<file path="config.mk">
export PLATFORM = sky130hd
export DESIGN_NAME = bandwidth_rate_limiter
export DESIGN_NICKNAME = d
export VERILOG_FILES = /design/src/sv/brl_pkg.sv /design/src/sv/brl_div.sv /design/src/sv/brl_ctrl.sv /design/src/sv/brl_dp.sv /design/src/sv/bandwidth_rate_limiter.sv
export SDC_FILE = /design/constraint.sdc
export NUM_CORES = 2
export LEC_CHECK = 0
export CAP_MARGIN = 20
export CELL_PAD_IN_SITES_DETAIL_PLACEMENT = 1
export CELL_PAD_IN_SITES_GLOBAL_PLACEMENT = 2
export CORE_MARGIN = 4
export CORE_UTILIZATION = 42
export CTS_CLUSTER_SIZE = 40
export DETAILED_ROUTE_END_ITERATION = 12
export DONT_BUFFER_PORTS = 1
export PLACE_DENSITY = 0.86
export RECOVER_POWER = 25
export SETUP_SLACK_MARGIN = 0.5
export SKIP_CTS_REPAIR_TIMING = 1
export SLEW_MARGIN = 30
export SYNTH_ARGS = -nofsm -noshare
export SYNTH_HDL_FRONTEND = slang
export SYNTH_SLANG_ARGS = --single-unit
</file>
<file path="constraint.sdc">
create_clock -name clk_i -period 7.3 [get_ports clk_i]
set_input_delay 0.73 -clock clk_i [delete_from_list [all_inputs] [get_ports clk_i]]
set_output_delay 0.73 -clock clk_i [all_outputs]
set_load 0.02 [all_outputs]
</file>
<file path="src/sv/brl_pkg.sv">
// Types, widths and constants of the bandwidth rate limiter.
`default_nettype none
package brl_pkg;

  localparam int TimeW   = 48;
  localparam int NbytesW = 20;
  localparam int RateW   = 40;
  localparam int BufW    = 24;
  localparam int CntW    = 32;
  localparam int MulXW   = 40;
  localparam int UsecW   = 20;
  localparam int QuoW    = 60;
  localparam int DivCntW = 6;
  localparam int CfgIdxW = 3;
  localparam int CfgW    = 40;

  localparam logic [UsecW-1:0] UsecPerSec      = 20'd1000000;
  localparam logic [QuoW-1:0]  ShrinkUs        = 60'd1000000;
  localparam logic [QuoW-1:0]  GrowUs          = 60'd10000;
  localparam logic [BufW-1:0]  DefaultBufBytes = 24'd16384;

  typedef enum logic {
    CMD_START = 1'b0,
    CMD_WRITE = 1'b1
  } cmd_e;

  typedef enum logic {
    ALGO_WINDOW = 1'b0,
    ALGO_TOKEN  = 1'b1
  } algo_e;

  typedef enum logic [CfgIdxW-1:0] {
    CFG_ENABLE     = 3'd0,
    CFG_ALGO_MODE  = 3'd1,
    CFG_RATE_BPS   = 3'd2,
    CFG_BURST_BITS = 3'd3,
    CFG_BUFFER_LEN = 3'd4
  } cfg_idx_e;

  typedef enum logic [2:0] {
    ST_IDLE,
    ST_PREP,
    ST_MUL,
    ST_DIV_GO,
    ST_DIV_WAIT,
    ST_CALC,
    ST_FIN
  } state_e;

  typedef struct packed {
    cmd_e              cmd;
    logic [TimeW-1:0]  now_us;
    logic [NbytesW-1:0] nbytes;
  } in_t;

  typedef struct packed {
    logic [TimeW-1:0] wait_us;
    logic             limited;
  } out_t;

  typedef struct packed {
    logic load;
    logic prep;
    logic mul;
    logic div_start;
    logic calc;
    logic fin;
  } ctrl_cmd_t;

  typedef struct packed {
    logic need_div;
    logic div_done;
    logic out_busy;
  } dp_stat_t;

endpackage
`default_nettype wire

</file>
<file path="src/sv/brl_div.sv">
// Radix-2 restoring divider, one quotient bit per cycle.
`default_nettype none
module brl_div (
  input  wire logic                      clk_i,
  input  wire logic                      rst_ni,
  input  wire logic                      start_i,
  input  wire logic [brl_pkg::QuoW-1:0]  dividend_i,
  input  wire logic [brl_pkg::RateW-1:0] divisor_i,
  output logic [brl_pkg::QuoW-1:0]       quotient_o,
  output logic                           done_o
);
  import brl_pkg::*;

  logic [RateW-1:0]   rem_q, rem_d;
  logic [QuoW-1:0]    quo_q, quo_d;
  logic [RateW:0]     trial, diff;
  logic               ge;
  logic               busy_q, busy_d;
  logic               done_q, done_d;
  logic [DivCntW-1:0] cnt_q, cnt_d;

  always_comb begin
    trial = {rem_q, quo_q[QuoW-1]};
    diff  = trial - {1'b0, divisor_i};
    ge    = trial >= {1'b0, divisor_i};
  end

  always_comb begin
    rem_d  = rem_q;
    quo_d  = quo_q;
    busy_d = busy_q;
    cnt_d  = cnt_q;
    done_d = 1'b0;
    if (start_i) begin
      rem_d  = '0;
      quo_d  = dividend_i;
      busy_d = 1'b1;
      cnt_d  = '0;
    end else if (busy_q) begin
      // shift the dividend out at the top, the quotient bit in at the bottom
      rem_d = ge ? diff[RateW-1:0] : trial[RateW-1:0];
      quo_d = {quo_q[QuoW-2:0], ge};
      cnt_d = cnt_q + 1'b1;
      if (cnt_q == DivCntW'(QuoW - 1)) begin
        busy_d = 1'b0;
        done_d = 1'b1;
      end
    end
  end

  always_ff @(posedge clk_i or negedge rst_ni) begin
    if (!rst_ni) begin
      busy_q <= 1'b0;
      done_q <= 1'b0;
      cnt_q  <= '0;
    end else begin
      busy_q <= busy_d;
      done_q <= done_d;
      cnt_q  <= cnt_d;
    end
  end

  always_ff @(posedge clk_i) begin
    rem_q <= rem_d;
    quo_q <= quo_d;
  end

  assign quotient_o = quo_q;
  assign done_o     = done_q;

endmodule
`default_nettype wire

</file>
<file path="src/sv/brl_ctrl.sv">
// Sequencer of the rate limiter: steps one item through prepare, multiply, divide (when needed), calculate and finish.
`default_nettype none
module brl_ctrl (
  input  wire logic                clk_i,
  input  wire logic                rst_ni,
  input  wire logic                in_valid_i,
  output logic                     in_ready_o,
  input  wire brl_pkg::dp_stat_t   stat_i,
  output brl_pkg::ctrl_cmd_t       cmd_o
);
  import brl_pkg::*;

  state_e state_q, state_d;

  always_comb begin
    state_d = state_q;
    unique case (state_q)
      ST_IDLE:     if (in_valid_i) state_d = ST_PREP;
      ST_PREP:     state_d = ST_MUL;
      ST_MUL:      state_d = stat_i.need_div ? ST_DIV_GO : ST_CALC;
      ST_DIV_GO:   state_d = ST_DIV_WAIT;
      ST_DIV_WAIT: if (stat_i.div_done) state_d = ST_CALC;
      ST_CALC:     state_d = ST_FIN;
      ST_FIN:      if (!stat_i.out_busy) state_d = ST_IDLE;
      default:     state_d = ST_IDLE;
    endcase
  end

  always_comb begin
    cmd_o      = '0;
    in_ready_o = 1'b0;
    unique case (state_q)
      ST_IDLE: begin
        in_ready_o = 1'b1;
        cmd_o.load = in_valid_i;
      end
      ST_PREP:     cmd_o.prep = 1'b1;
      ST_MUL:      cmd_o.mul = 1'b1;
      ST_DIV_GO:   cmd_o.div_start = 1'b1;
      ST_DIV_WAIT: cmd_o = '0;
      ST_CALC:     cmd_o.calc = 1'b1;
      // hold the result until the output register is free
      ST_FIN:      cmd_o.fin = !stat_i.out_busy;
      default:     cmd_o = '0;
    endcase
  end

  always_ff @(posedge clk_i or negedge rst_ni) begin
    if (!rst_ni) begin
      state_q <= ST_IDLE;
    end else begin
      state_q <= state_d;
    end
  end

endmodule
`default_nettype wire

</file>
<file path="src/sv/brl_dp.sv">
// Datapath of the rate limiter: config and limiter state, multiplier, divider, result register.
`default_nettype none
module brl_dp (
  input  wire logic                        clk_i,
  input  wire logic                        rst_ni,
  input  wire logic                        cfg_we_i,
  input  wire logic [brl_pkg::CfgIdxW-1:0] cfg_idx_i,
  input  wire logic [brl_pkg::CfgW-1:0]    cfg_wdata_i,
  input  wire brl_pkg::in_t                in_data_i,
  output logic                             out_valid_o,
  input  wire logic                        out_ready_i,
  output brl_pkg::out_t                    out_data_o,
  input  wire brl_pkg::ctrl_cmd_t          cmd_i,
  output brl_pkg::dp_stat_t                stat_o
);
  import brl_pkg::*;

  // configuration
  logic             enable_q;
  algo_e            algo_q;
  logic [RateW-1:0] rate_q;
  logic [RateW-1:0] burst_q;
  logic [BufW-1:0]  buflen_q;

  // limiter state
  logic [CntW-1:0]  wbytes_q, wbytes_d;
  logic [CntW-1:0]  thr_q, thr_d;
  logic [TimeW-1:0] wstart_q, wstart_d;
  logic             wopen_q, wopen_d;
  logic [TimeW-1:0] nfree_q, nfree_d;
  logic [TimeW-1:0] bwin_q, bwin_d;

  // item and scratch
  in_t              item_q;
  logic             bypass_q, bypass_d;
  logic             need_div_q, need_div_d;
  logic             hit_q, hit_d;
  logic [MulXW-1:0] mul_x_q, mul_x_d;
  logic [TimeW-1:0] elapsed_q, elapsed_d;
  logic [QuoW-1:0]  prod_q;
  logic [QuoW-1:0]  wait_q, wait_d;
  logic [TimeW-1:0] base_q, base_d;

  logic             out_valid_q, out_valid_d;
  out_t             out_q, out_d;
  logic             out_busy;

  logic [QuoW-1:0]  quo;
  logic             div_done;

  logic [BufW-1:0]  buflen_eff;
  logic [RateW-1:0] burst_eff;
  logic             rate_zero;
  logic [CntW-1:0]  wsum;
  logic [TimeW-1:0] earliest, nf_pulled;
  logic [CntW-1:0]  thr_half, bl_quarter;
  logic [CntW:0]    thr_dbl, bl_x8;
  logic             is_write;

  assign buflen_eff = (buflen_q != '0) ? buflen_q : DefaultBufBytes;
  assign burst_eff  = (burst_q != '0) ? burst_q : (rate_q >> 3);
  assign rate_zero  = (rate_q == '0);
  assign is_write   = (item_q.cmd == CMD_WRITE);
  assign wsum       = wbytes_q + CntW'(item_q.nbytes);
  assign earliest   = (item_q.now_us > bwin_q) ? item_q.now_us - bwin_q : '0;
  assign nf_pulled  = (nfree_q < earliest) ? earliest : nfree_q;
  assign thr_half   = thr_q >> 1;
  assign bl_quarter = CntW'(buflen_eff >> 2);
  assign thr_dbl    = {thr_q, 1'b0};
  assign bl_x8      = {{(CntW - BufW - 2){1'b0}}, buflen_eff, 3'b000};

  always_ff @(posedge clk_i or negedge rst_ni) begin
    if (!rst_ni) begin
      enable_q <= 1'b0;
      algo_q   <= ALGO_WINDOW;
      rate_q   <= '0;
      burst_q  <= '0;
      buflen_q <= '0;
    end else if (cfg_we_i) begin
      unique case (cfg_idx_e'(cfg_idx_i))
        CFG_ENABLE:     enable_q <= cfg_wdata_i[0];
        CFG_ALGO_MODE:  algo_q   <= algo_e'(cfg_wdata_i[0]);
        CFG_RATE_BPS:   rate_q   <= cfg_wdata_i[RateW-1:0];
        CFG_BURST_BITS: burst_q  <= cfg_wdata_i[RateW-1:0];
        CFG_BUFFER_LEN: buflen_q <= cfg_wdata_i[BufW-1:0];
        default: ;
      endcase
    end
  end

  // state updates of the prepare and finish steps
  always_comb begin
    wbytes_d   = wbytes_q;
    thr_d      = thr_q;
    wstart_d   = wstart_q;
    wopen_d    = wopen_q;
    nfree_d    = nfree_q;
    bwin_d     = bwin_q;
    bypass_d   = bypass_q;
    need_div_d = need_div_q;
    hit_d      = hit_q;
    mul_x_d    = mul_x_q;
    elapsed_d  = elapsed_q;
    if (cmd_i.prep) begin
      bypass_d   = is_write && (item_q.nbytes == '0 || !enable_q || rate_zero);
      need_div_d = 1'b0;
      hit_d      = 1'b0;
      elapsed_d  = '0;
      mul_x_d    = '0;
      if (!is_write) begin
        wbytes_d   = '0;
        thr_d      = CntW'(buflen_eff);
        wopen_d    = 1'b0;
        nfree_d    = item_q.now_us;
        mul_x_d    = burst_eff;
        need_div_d = !rate_zero;
        if (rate_zero) bwin_d = '0;
      end else if (!bypass_d) begin
        if (algo_q == ALGO_TOKEN) begin
          nfree_d    = nf_pulled;
          mul_x_d    = MulXW'({item_q.nbytes, 3'b000});
          need_div_d = 1'b1;
        end else begin
          if (!wopen_q) begin
            wstart_d = item_q.now_us;
            wopen_d  = 1'b1;
          end
          elapsed_d  = wopen_q ? item_q.now_us - wstart_q : '0;
          wbytes_d   = wsum;
          hit_d      = (wsum >= thr_q);
          need_div_d = hit_d;
          mul_x_d    = MulXW'({wsum, 3'b000});
        end
      end
    end else if (cmd_i.fin) begin
      if (!is_write) begin
        if (!rate_zero) bwin_d = (|quo[QuoW-1:TimeW]) ? '1 : quo[TimeW-1:0];
      end else if (!bypass_q) begin
        if (algo_q == ALGO_TOKEN) begin
          nfree_d = base_q + quo[TimeW-1:0];
        end else if (hit_q) begin
          // halve on a long delay, double on a short one, within bounds
          if (wait_q >= ShrinkUs) begin
            thr_d = (thr_half < bl_quarter) ? bl_quarter : thr_half;
          end else if (wait_q < GrowUs) begin
            thr_d = (thr_dbl > bl_x8) ? bl_x8[CntW-1:0] : thr_dbl[CntW-1:0];
          end
          wbytes_d = '0;
          wstart_d = item_q.now_us + wait_q[TimeW-1:0];
        end
      end
    end
  end

  always_ff @(posedge clk_i or negedge rst_ni) begin
    if (!rst_ni) begin
      wbytes_q <= '0;
      thr_q    <= CntW'(DefaultBufBytes);
      wstart_q <= '0;
      wopen_q  <= 1'b0;
      nfree_q  <= '0;
      bwin_q   <= '0;
    end else begin
      wbytes_q <= wbytes_d;
      thr_q    <= thr_d;
      wstart_q <= wstart_d;
      wopen_q  <= wopen_d;
      nfree_q  <= nfree_d;
      bwin_q   <= bwin_d;
    end
  end

  // delay and new base before the state is committed
  always_comb begin
    wait_d = wait_q;
    base_d = base_q;
    if (cmd_i.calc) begin
      if (algo_q == ALGO_TOKEN) begin
        wait_d = (nfree_q > item_q.now_us) ? QuoW'(nfree_q - item_q.now_us) : '0;
        base_d = (nfree_q > item_q.now_us) ? nfree_q : item_q.now_us;
      end else begin
        wait_d = (quo > QuoW'(elapsed_q)) ? quo - QuoW'(elapsed_q) : '0;
      end
    end
  end

  always_ff @(posedge clk_i) begin
    if (cmd_i.load) item_q <= in_data_i;
    if (cmd_i.mul)  prod_q <= QuoW'(mul_x_q) * QuoW'(UsecPerSec);
    bypass_q   <= bypass_d;
    need_div_q <= need_div_d;
    hit_q      <= hit_d;
    mul_x_q    <= mul_x_d;
    elapsed_q  <= elapsed_d;
    wait_q     <= wait_d;
    base_q     <= base_d;
  end

  brl_div u_div (
    .clk_i      (clk_i),
    .rst_ni     (rst_ni),
    .start_i    (cmd_i.div_start),
    .dividend_i (prod_q),
    .divisor_i  (rate_q),
    .quotient_o (quo),
    .done_o     (div_done)
  );

  // result register: a finished beat waits here while the next item is taken
  assign out_busy = out_valid_q && !out_ready_i;

  always_comb begin
    out_valid_d = cmd_i.fin || out_busy;
    out_d       = out_q;
    if (cmd_i.fin) begin
      out_d.limited = is_write && !bypass_q;
      if (is_write && !bypass_q && (algo_q == ALGO_TOKEN || hit_q)) begin
        out_d.wait_us = (|wait_q[QuoW-1:TimeW]) ? '1 : wait_q[TimeW-1:0];
      end else begin
        out_d.wait_us = '0;
      end
    end
  end

  always_ff @(posedge clk_i or negedge rst_ni) begin
    if (!rst_ni) begin
      out_valid_q <= 1'b0;
    end else begin
      out_valid_q <= out_valid_d;
    end
  end

  always_ff @(posedge clk_i) begin
    out_q <= out_d;
  end

  assign out_valid_o     = out_valid_q;
  assign out_data_o      = out_q;
  assign stat_o.need_div = need_div_q;
  assign stat_o.div_done = div_done;
  assign stat_o.out_busy = out_busy;

endmodule
`default_nettype wire

</file>
<file path="src/sv/bandwidth_rate_limiter.sv">
// Top level of the bandwidth rate limiter (token bucket / adaptive window).
//
//   port group  | handshake              | beat payload
//   ------------+------------------------+-------------------------------
//   item in     | in_valid_i/in_ready_o  | in_data_i  (cmd, now_us, nbytes)
//   result out  | out_valid_o/out_ready_i| out_data_o (wait_us, limited)
//   config      | cfg_we_i               | cfg_idx_i, cfg_wdata_i
//
// An item that divides (start with nonzero rate, token write, window close)
// also runs the 60-step radix-2 divider between the multiply and calculate
// steps; other items go straight from multiply to calculate.
// One item is in flight at a time; the next is taken while a result beat waits.
// Reset is asynchronous, active low; no clearing pass is needed after it.
`default_nettype none
module bandwidth_rate_limiter (
  input  wire logic                        clk_i,
  input  wire logic                        rst_ni,
  input  wire logic                        cfg_we_i,
  input  wire logic [brl_pkg::CfgIdxW-1:0] cfg_idx_i,
  input  wire logic [brl_pkg::CfgW-1:0]    cfg_wdata_i,
  input  wire logic                        in_valid_i,
  output logic                             in_ready_o,
  input  wire brl_pkg::in_t                in_data_i,
  output logic                             out_valid_o,
  input  wire logic                        out_ready_i,
  output brl_pkg::out_t                    out_data_o
);
  import brl_pkg::*;

  ctrl_cmd_t cmd;
  dp_stat_t  stat;

  brl_ctrl u_ctrl (
    .clk_i      (clk_i),
    .rst_ni     (rst_ni),
    .in_valid_i (in_valid_i),
    .in_ready_o (in_ready_o),
    .stat_i     (stat),
    .cmd_o      (cmd)
  );

  brl_dp u_dp (
    .clk_i       (clk_i),
    .rst_ni      (rst_ni),
    .cfg_we_i    (cfg_we_i),
    .cfg_idx_i   (cfg_idx_i),
    .cfg_wdata_i (cfg_wdata_i),
    .in_data_i   (in_data_i),
    .out_valid_o (out_valid_o),
    .out_ready_i (out_ready_i),
    .out_data_o  (out_data_o),
    .cmd_i       (cmd),
    .stat_o      (stat)
  );

endmodule
`default_nettype wire

</file>
==> impl_metrics.csv <==
group,metric,value,unit
cts,htreeDepth,3,
detailed_routing,wl_per_cell,25.74,um
timing,worst_pin_slew,5369,ps
cts,cts_made_buffers,97,
floorplanning,dieArea,159900,um2
cts,cts.sinks,798,
floorplanning,initial_core_util,0.4237,
detailed_routing,routed_wl,236700,um
global_route,antenna_found_initial,9,
global_route,grt_pass1_wl,356500,um
global_route,overflow,0,
floorplanning,die_w,399.9,um
yosys,netlist_area,64510,um2
critical_path,path_buf_inv,4,
yosys,synth_fp_nets,8107,
floorplanning,num_rows,143,
critical_path,critPathTopFamily,"adder cells",
critical_path,worst-setup-path-type,"reg -> reg",
floorplanning,core,152300,um2
timing,skew,56.19,ps
critical_path,rr_endpoint,"u_dp.prod_q[58]",
placement,dp_hpwl,184200,um
timing,hold_viol,0,
yosys,synth_cell_type_count,96,
cts,cts_buffer_depth,3,
cts,clk_pin_slew_worst_paths,60,ps
placement,placed_cell_area,66760,um2
critical_path,worstPathCellList,"clkinvlp_4, fa_1, fa_1, inv_1, fa_1, fa_1, ha_1, inv_1, fa_1, inv_1, ha_1, a21o_1, a21o_1, a221oi_2, nand2_1, o2bb2ai_1, o22ai_1, o41ai_4, o31ai_2, o311ai_0",
global_route,grt_use_total,0.2906,
global_route,grt_pass1_vias,57550,
cts,cts_tree,"done",
yosys,synth_enable_flop_cells,431,
yosys,yosys_most_used_dff,"edfxtp_1",
min_path,hold_start,"in_data_i[16]",
critical_path,worstPathMaxFanout,5,
global_route,grt_max_degree,328,
finish,mostFrequentLayoutCells,"742 x nand2_1, 649 x inv_1, 647 x ha_1",
floorplanning,io_pins,168,
finish,design_area,70420,um2
detailed_routing,ant_nets,0,
min_path,hp-class,"in -> reg",
detailed_routing,drc,0,
detailed_routing,drtIter0Drc,3442,
timing,slew_headroom,-2.579,
yosys,ys_seq_elements,798,
detailed_routing,via_per_inst,5.994,
critical_path,crit_top_cell,"fa_1",
finish,fin_cells,9195,
placement,finalWeightedCongestion,0.9509,
placement,io_buffers,0,
timing,finalSetupViolations,0,
critical_path,r2r_start,"u_dp.mul_x_q[13]",
critical_path,cpPeakStageDelay,560,ps
finish,multi_input_area,39140,um2
detailed_routing,firstDrtPassIters,7,
critical_path,reg2reg_depth,20,
timing,slew_viol_final,391,
finish,fillCellCount,17560,
finish,syn2layout_area_growth,9.152,%
timing,finalCriticalPeriod,6630,ps
timing,fmax,150.8,MHz
critical_path,required,7800,ps
placement,dp_cells,8994,
yosys,synth_warnings,0,
timing,rsz0062_at_grt,"true",
timing,setup_ws,669.5,ps
min_path,holdPathEnd,"u_dp.item_q[16]",
timing,setup_tns,0,ps
yosys,postSynthAreaPerCell,9.010,um2
critical_path,arrival,7130,ps
detailed_routing,vias,55120,
yosys,synth_seq_area_share,0.3399,
status,status,"finished, violations left",
critical_path,r2r_slack,670,ps
status,violations,"max-capacitance violations, max-slew violations",
yosys,synth_cells,7160,
finish,drive_gt1_frac,0.05702,
finish,layout_commonest_cell,"nand2_1",
placement,post-place-ws,447.3,ps
critical_path,cp_slowest_cell,"fa_1",
critical_path,crit_path_start_kind,"register",
cts,worstSkewPairLatency,740,ps
finish,nets,8020,
critical_path,worst_setup_path_end_kind,"register",
min_path,whs_path_depth,0,
finish,register_area,21930,um2
cts,clockRootBuffer,"clkbuf_16",
timing,fin_crit_sh,0.9083,
job,max_cap_violations,5,
yosys,async_reset_ff_frac,0.4098,
floorplanning,dieHeight,399.9,um
-- how the worst max path moves through the flow --
stage                     slack, ps          endpoint             start  cells after the start
after CTS                       370   u_dp.prod_q[58]  u_dp.mul_x_q[14]                     20
final                           670   u_dp.prod_q[58]  u_dp.mul_x_q[13]                     20
after global placement          600  u_dp.nfree_q[43]   u_dp.item_q[20]                     23
after detailed placement        450   u_dp.prod_q[58]  u_dp.mul_x_q[14]                     21
after floorplan                1130   u_dp.prod_q[58]  u_dp.mul_x_q[21]                     21
after global routing            360   u_dp.prod_q[58]  u_dp.mul_x_q[20]                     20
-- cells in the mapped netlist, drive strengths merged (34+ instances only) --
cell type	n	area (um2)
o22ai	78	488.0
xnor2	198	1734
xor2	145	1270
o21bai	57	427.9
nor2b	44	275.3
mux2i	66	660.6
mux2	58	653.1
nor2	386	1451
buf	61	312.8
a21o	256	1922
a211oi	87	663.1
nand2	745	2799
ha	647	8095
nor3	116	580.6
dfrtp	326	8158
nor4	64	400.4
or3	42	282.8
clkbuf	229	863.3
nand2b	66	412.9
nand3	139	695.7
nand4	98	613.1
a21oi	591	2965
and3	63	394.1
fa	183	3664
a31oi	74	462.9
o21ai	601	3015
inv	658	2470
o221ai	34	297.8
and2	40	250.2
dfxtp	40	800.8
edfxtp	431	12940
o21a	118	885.9
-- cells by family (layout without fill, tap and decap cells) --
kind of cell    Yosys count  in the layout  synth area share
compound gates         2215           2215            0.2159
xor+xnor                343            343           0.04657
fa+ha+maj               830            830            0.1823
buf+inv                 948            944           0.05652
flops                   798            798            0.3399
mux                     124            124           0.02036
other cells               0              9                 0
simple gates           1902           1902            0.1384
-- flip-flops by register name, summed over array words and instances, names as in the netlist, 24 cells and up --
register and count:
u_dp.base_q 48, u_dp.buflen_q 24, u_dp.burst_q 40, u_dp.bwin_q 48, u_dp.elapsed_q 48, u_dp.item_q 68
u_dp.mul_x_q 40, u_dp.nfree_q 48, u_dp.out_data_o 49, u_dp.prod_q 54, u_dp.rate_q 40, u_dp.thr_q 32
u_dp.u_div.quotient_o 60, u_dp.u_div.rem_q 40, u_dp.wait_q 60, u_dp.wbytes_q 32, u_dp.wstart_q 48
-- layout make-up --
class                           count  area share
Antenna cell                        9   0.0003198
Clock buffer                      116     0.03648
Clock inverter                     66     0.01265
Inverter                          658     0.03540
Multi-Input combinational cell   5414      0.5559
Sequential cell                   798      0.3114
Tap cell                         2030     0.03607
Timing Repair Buffer              104     0.01178
-- per-stage QoR --
step / util / hold WS (ps)
2_1_floorplan: - / 434.4
3_3_place_gp: 0.4382 / 445.5
3_5_place_dp: 0.4384 / 445.1
4_1_cts: 0.4612 / -349.5
5_1_grt: 0.4624 / 42.32
6_report: 0.4625 / 79.94
-- per-layer routing --
layer,global-route usage,vias up,share of wire
li1,-,25680,-
met1,0.3702,27690,0.42
met2,0.4974,1356,0.48
met3,0.04016,383,0.051
met4,0.1170,2,0.048
met5,0,-,0.000055
Power is left out: the tool's default activity adds up to more than one toggle a clock period on the data nets, which glitch-free logic cannot reach.
